### src/design/ring_buffer_deque_assert.svh
// Assertion macros for the deque RTL
`ifndef RING_BUFFER_DEQUE_ASSERT_SVH
`define RING_BUFFER_DEQUE_ASSERT_SVH

// Property that must hold every cycle outside reset
`define RBD_ASSERT_ALWAYS(label, expr, msg) \
  label: assert property (@(posedge clk) disable iff (!rst_n) (expr)) else $error(msg);

// Next-cycle implication
`define RBD_ASSERT_NEXT(label, ante, cons, msg) \
  label: assert property (@(posedge clk) disable iff (!rst_n) (ante) |=> (cons)) \
    else $error(msg);

`endif

### src/design/rbd_pkg.sv
package rbd_pkg;
  localparam int KIND_W = 3;
  localparam int VALUE_W = 32;
  localparam int POS_W = 10;
  localparam int ERR_W = 2;

  localparam logic [KIND_W-1:0] KIND_PUSH_FRONT = 3'd0;
  localparam logic [KIND_W-1:0] KIND_PUSH_BACK  = 3'd1;
  localparam logic [KIND_W-1:0] KIND_POP_FRONT  = 3'd2;
  localparam logic [KIND_W-1:0] KIND_POP_BACK   = 3'd3;
  localparam logic [KIND_W-1:0] KIND_READ       = 3'd4;
  localparam logic [KIND_W-1:0] KIND_REVERSE    = 3'd5;

  localparam logic [ERR_W-1:0] ERR_OK    = 2'd0;
  localparam logic [ERR_W-1:0] ERR_FULL  = 2'd1;
  localparam logic [ERR_W-1:0] ERR_EMPTY = 2'd2;
  localparam logic [ERR_W-1:0] ERR_RANGE = 2'd3;

  typedef struct packed {
    logic [KIND_W-1:0]  kind;
    logic [VALUE_W-1:0] value;
    logic [POS_W-1:0]   position;
  } cmd_t;
endpackage

### src/design/rbd_front.sv
// Two-entry command queue; separates input handshake from the executor.
module rbd_front
  import rbd_pkg::*;
(
  input  logic clk,
  input  logic rst_n,
  input  logic push,
  input  cmd_t cmd_in,
  output logic full,
  output logic cmd_valid,
  output cmd_t cmd_out,
  input  logic cmd_take
);
  cmd_t       slot_r [2];
  logic       rd_ptr_r, rd_ptr_nxt;
  logic       wr_ptr_r, wr_ptr_nxt;
  logic [1:0] cnt_r, cnt_nxt;
  logic       do_wr, do_rd;

  assign full      = (cnt_r == 2'd2);
  assign cmd_valid = (cnt_r != 2'd0);
  assign cmd_out   = slot_r[rd_ptr_r];
  assign do_wr     = push && !full;
  assign do_rd     = cmd_take && cmd_valid;

  always_comb begin
    rd_ptr_nxt = rd_ptr_r ^ do_rd;
    wr_ptr_nxt = wr_ptr_r ^ do_wr;
    cnt_nxt    = cnt_r + {1'b0, do_wr} - {1'b0, do_rd};
  end

  always_ff @(posedge clk) begin
    if (!rst_n) begin
      rd_ptr_r <= 1'b0;
      wr_ptr_r <= 1'b0;
      cnt_r    <= 2'd0;
    end else begin
      rd_ptr_r <= rd_ptr_nxt;
      wr_ptr_r <= wr_ptr_nxt;
      cnt_r    <= cnt_nxt;
    end
  end

  always_ff @(posedge clk) begin
    if (do_wr) begin
      slot_r[wr_ptr_r] <= cmd_in;
    end
  end
endmodule

### config.mk
export PLATFORM = sky130hd
export DESIGN_NAME = rbd_front
export DESIGN_NICKNAME = d
export VERILOG_FILES = /design/src/design/ring_buffer_deque_assert.svh /design/src/design/rbd_pkg.sv /design/src/design/rbd_front.sv
export SDC_FILE = /design/constraint.sdc
export NUM_CORES = 1
export LEC_CHECK = 0
export BUFFER_PORTS_ARGS = -buffer_cell sky130_fd_sc_hd__buf_2
export CORE_UTILIZATION = 49
export CTS_BUF_LIST = sky130_fd_sc_hd__clkbuf_8
export CTS_CLUSTER_DIAMETER = 80
export CTS_CLUSTER_SIZE = 30
export DETAILED_ROUTE_END_ITERATION = 8
export GPL_ROUTABILITY_DRIVEN = 0
export GPL_TIMING_DRIVEN = 0
export MAX_ROUTING_LAYER = met4
export PLACE_DENSITY = 0.81
export RECOVER_POWER = 50
export SYNTH_ARGS = -nofsm -noshare
export SYNTH_HDL_FRONTEND = slang
export SYNTH_SLANG_ARGS = --single-unit
### constraint.sdc
create_clock -name clk -period 2.2 [get_ports clk]
set_input_delay 0.33 -clock clk [delete_from_list [all_inputs] [get_ports clk]]
set_output_delay 0.33 -clock clk [all_outputs]
set_load 0.01 [all_outputs]
==> run metrics, run 1 <==
status=finished, final reports clean; Ys Warns=0; post-synthesis compound-gate area fraction=0.2021%; clock tree buffer depth=2; Post-Route Utilization=62.34%; std cell rows=31; most common cell after layout, fill and taps aside=edfxtp_1; worst slack, placed=0.4455 ns; fin crit period=1.820 ns; Root Buffer=clkbuf_8; H-tree Lvls=3; Switching Share=25.53%; Clock Pin Slew Worst Setup and Hold Paths=0.09 ns; Setup violations, final=0; Startpoint Class=register; part of the power in registers=47.7%; first-pass GRT wire length=7.997 mm; critical path class=register to output port; Max Cap Viol=0; Die Ht=89.07 um; Initial Util=50.94%; area of the core=7292 um2; Cell Area, Synth=3715 um2; Fillers=556; PD cells=1090 nW/um2; post-route cell area=4546 um2; WP data arrival=1.49 ns; Netlist cell types=17; Avg Vias per Cell=4.705; post-synthesis mux area share=18.22%; data required time of the worst path=1.87 ns; adder-cell share of the synthesized area=1.347%; DRC Markers=0; worst setup margin=0.3799 ns; Post-Synth XOR/XNOR Area=0.6063%; Area Overhead vs Synth=22.36%; worst-path fanout max=10; Hold Fails Final Rpt=0; VDD IR-drop max=0.0006656 V; leakage power=1.762 nW; Final Max Slew Viols=0; most frequent cells in the layout=90 x edfxtp_1, 76 x buf_2, 40 x mux2_4; Syn Nets=218; share of layout cells above drive strength 1=52.35%; Sink Count=95; ANT nets after route=0; Yosys top cell by area=edfxtp_1; largest family of logic cells by synthesized area=multiplexers; Max Clock Freq=549.4 MHz; Final Skew=0.007584 ns; 1st-iter DRT viols=46; I/O Buffers=95; R2R depth=4; WHS=0.1697 ns; Vias=1769; Gate Count Post-Synth=165; pin slew with the least headroom to its limit=0.4527 ns; Placed Area=4359 um2; synth top area cells=edfxtp_1 73%, mux2_4 16%, dfxtp_1 2.7%, buf_12 2.2%, mux2_2 1.5%; Antenna Diode Count=0; largest net degree at the start of global routing=31; Final Cycle Share=82.73%; clk_lat worst skew=0.34 ns; net count reported at finish=326; Avg Inst Size Synth=22.51 um2; Die ar.=7933 um2; CTS resizes=0; Hold Path Class=input pin to register; Reg area=2803 um2; vias in the first global route=1809; Synth Area in Simple Gates=1.415%; register bit count reported by yosys=95; P_int=3.690 mW; Multi-input gate area=814.5 um2; hold_buf cts=0; WL/cell=14.61 um; post-synthesis sequential area ratio=75.45%; num ports=96; Slew HR=69.82%; Cell Count, Final, Fillers Out=376; Post-CTS Setup Inserts=0; Tot GR Track Use=14.62%; Yosys top cell area share=72.75%; setup TNS=0 ns; NetSw=1.265 mW; Clock power frac=23.8%; CTS buffer count=9; Die X=89.07 um; WL final=5.493 mm; Detailed Place HPWL=3.915 mm; CP Capture Type=output port; CTS tree=yes; RSZ-0062 raised after global routing=no; placed cells=361; Tot Pwr=4.955 mW; Combinational Power Share=28.5%; First-pass DRT Iterations=4; total grt overflow=0; initial antenna violation count=0; worst hold path depth=1
[state kept, by name, summed over array words and instances (netlist names), named ones only]
| register | flops |
|---|---|
| cnt_r | 2 |
| rd_ptr_r | 1 |
| slot_r | 90 |
| wr_ptr_r | 1 |
[per-layer routing]
layer / wire, um / global-route usage, % / vias to the layer above / part of all wire, %
met5: 0 / - / - / 0
met4: 74 / 6.494 / 0 / 1.3
met3: 299 / 3.970 / 9 / 5.4
met2: 2823 / 25.80 / 59 / 51
met1: 2296 / 15.34 / 847 / 42
li1: - / - / 854 / -
[power groups by stage]
stage	combinational, mW	clock, mW	sequential (mW)
after floorplan	0.995	0	2.39
after global placement	1.39	0	2.41
after detailed placement	1.45	0	2.41
after CTS	1.45	1.21	2.37
after global routing	1.54	1.28	2.39
final	1.41	1.18	2.36
[final cells by class]
| class | count | area share, % |
|---|---|---|
| buffer | 5 | 2.009 |
| clock buffer | 9 | 2.725 |
| clock inverter | 6 | 1.899 |
| inverter | 3 | 0.2477 |
| multi-input combinational | 62 | 17.92 |
| sequential | 95 | 61.66 |
| tap | 99 | 2.725 |
| timing repair buffer | 97 | 10.82 |
[worst max-delay path, cell delays in order, from the launching register on]
cell and delay (ns):
dfxtp_1 0.34, buf_6 0.20, buf_12 0.17, mux2_4 0.30, buf_2 0.14
[path summary, 6_finish.rpt]
kind | end | slack, ns | from
max | cmd_out[26] | 0.38 | register
min | slot_r[0][13] | 0.17 | cmd_in[13]
max reg2reg | slot_r[0][14] | 0.43 | cnt_r[1]
min reg2reg | rd_ptr_r | 0.49 | rd_ptr_r
[kinds of logic after synthesis]
kind of cell | count (synthesis)
DFF | 95
muxes | 47
and+or+nand+nor | 9
buffers and inverters | 8
adders and majority gates | 4
AOI/OAI and AO/OA | 1
xor gates and xnor gates | 1
[cells in the mapped netlist, drive strengths merged]
master,instances
edfxtp,90
or2b,1
mux2,45
nand2,2
nand2b,1
ha,4
dfxtp,5
mux2i,2
buf,5
o21a,1
and2,2
or2,1
xnor3,1
nor2b,2
inv,3
(Power assumes the default switching activity.)
==> inputs of run 2 (changes only) <==
Clock period 2.2 ns to 1.62 ns, I/O delays scaled along.
==> run 2 against run 1 <==
The run now ends with setup timing left. Via count grew 8.3%. Worst setup slack got worse by 0.45 ns. Hold slack worse by 0.094 ns. Wire length up 22%. Sequential cell count unchanged. Cell area is 9.8% higher. Critical endpoint is now cmd_out[20]. Largest power group unchanged.
==> run metrics, run 2 (synthesis gave the netlist of run 1 again) <==
status=complete, but fails checks; failing checks=setup timing; Avg Vias per Cell=4.936; most frequent cells in the layout=90 x edfxtp_1, 45 x mux2_4, 44 x buf_6; total grt overflow=0; CP bufs+invs=3; largest net degree at the start of global routing=23; flip-flop count of the largest register after layout=90; clock tree buffer depth=2; Tot GR Track Use=18.24%; WHS=0.07551 ns; First-pass DRT Iterations=4; WL/cell=17.34 um; Startpoint Class=register; Hold Fails Final Rpt=0; Fillers=510; Max Cap Viol=0; Clock Pin Slew Worst Setup and Hold Paths=0.09 ns; CP cell instances=buf_12 > buf_12 > mux2_4 > buf_2; most used cell, CP=buf_12; Final Cycle Share=104.4%; Hold Path Class=input pin to register; Initial Util=50.94%; Top delay family on crit path=buffers and inverters; RSZ-0062 raised after global routing=yes; Max Clock Freq=591.2 MHz; share of layout cells above drive strength 1=55.36%; Critical Path Max Stage Delay=0.38 ns; Final Max Slew Viols=0; PD cells=1464 nW/um2; hold_buf cts=0; std cell rows=31; initial antenna violation count=0; first-pass GRT wire length=9.846 mm; num ports=96; most common cell after layout, fill and taps aside=edfxtp_1; 1st-iter DRT viols=57; Antenna Diode Count=0; vias in the first global route=2021; Final Skew=0.008709 ns; Root Buffer=clkbuf_8; WL final=6.727 mm; Die X=89.07 um; VDD IR-drop max=0.0007356 V; DRC Markers=0; post-route cell area=4991 um2; WP data arrival=1.45 ns; Sink Count=95; clk_lat worst skew=0.35 ns; CP Capture Type=output port; leakage power=1.937 nW; Tot Pwr=7.306 mW; ANT nets after route=0; fin crit period=1.691 ns; data required time of the worst path=1.38 ns; worst setup margin=-0.07147 ns; Vias=1915; Top Registers=slot_r: 90 flops, cnt_r: 2 flops; Area Overhead vs Synth=34.36%; Detailed Place HPWL=3.704 mm; H-tree Lvls=3; worst-path fanout max=10; CTS buffer count=9; Worst path slowest cell=dfxtp_4; Die ar.=7933 um2; net count reported at finish=338; CTS tree=yes; area of the core=7292 um2; Reg with most FFs=slot_r; critical path class=register to output port; Setup violations, final=43; Placed Area=4319 um2; Slew HR=80.46%; pin slew with the least headroom to its limit=0.2930 ns; I/O Buffers=95; Die Ht=89.07 um
[run 2: path summary, 6_finish.rpt]
path	start	end	slack, ns	cells after the start
worst max-delay path	register	cmd_out[20]	-0.07	4
worst min-delay path	cmd_in[23]	slot_r[1][23]	0.08	1
worst max register to register	cnt_r[0]	slot_r[1][20]	0.07	4
worst min register to register	rd_ptr_r	register	0.49	2
[run 2: routing by layer]
layer	up-vias	wire (um)	track usage (%)
li1	883	-	-
met1	953	2573	19.30
met2	68	3677	32.31
met3	11	370	4.063
met4	0	106	8.947
met5	-	0	-
[run 2: cell type report]
type | count | area (um2) | area share [%]
plain buffers | 5 | 100.1 | 2.006
clock buffers | 9 | 123.9 | 2.482
clock inverters | 6 | 53.80 | 1.078
inverters | 3 | 11.26 | 0.2256
multi-input cells | 62 | 853.3 | 17.10
flip-flops and latches | 95 | 2808 | 56.25
well taps | 99 | 123.9 | 2.482
repair buffers | 109 | 917.1 | 18.38
[run 2: stage by stage]
stage	instances	util (%)	worst slack [ns]	setup TNS, ns
finish	388	68.45	-0.07147	-2.532
global route	388	68.45	-0.1193	-6.029
CTS	381	67.18	-0.09169	-3.064
detailed placement	359	59.23	-0.4836	-42.87
global placement	359	59.23	-0.4320	-38.74
floorplan	165	-	-0.07993	-7.193
[run 2: worst reg2reg max path, delay by kind of cell, from the launching register on]
family                   cells  cell delay [ns]
buffers and inverters        1             0.19
adder cells (fa/ha/maj)      1             0.24
flip-flops                   1             0.39
AND/OR/NAND/NOR              2             0.45
[run 2: power by group]
group | internal [mW] | total (mW) | switching [mW] | leakage (nW)
logic | 1.62 | 2.66 | 1.05 | 0.972
registers | 3.12 | 3.24 | 0.124 | 0.883
clock network | 0.576 | 1.40 | 0.828 | 0.0818
total | 5.31 | 7.31 | 2.00 | 1.94
[run 2: what timing repair did]
| item | in CTS | in global routing |
|---|---|---|
| cloned | 0 | 2 |
| pin swaps | 1 | 0 |
| buffers inserted | 7 | 5 |
| resized for setup | 48 | 8 |
| hold endpoints to repair | 0 | 0 |
| endpoints found under the setup margin | 135 | 78 |
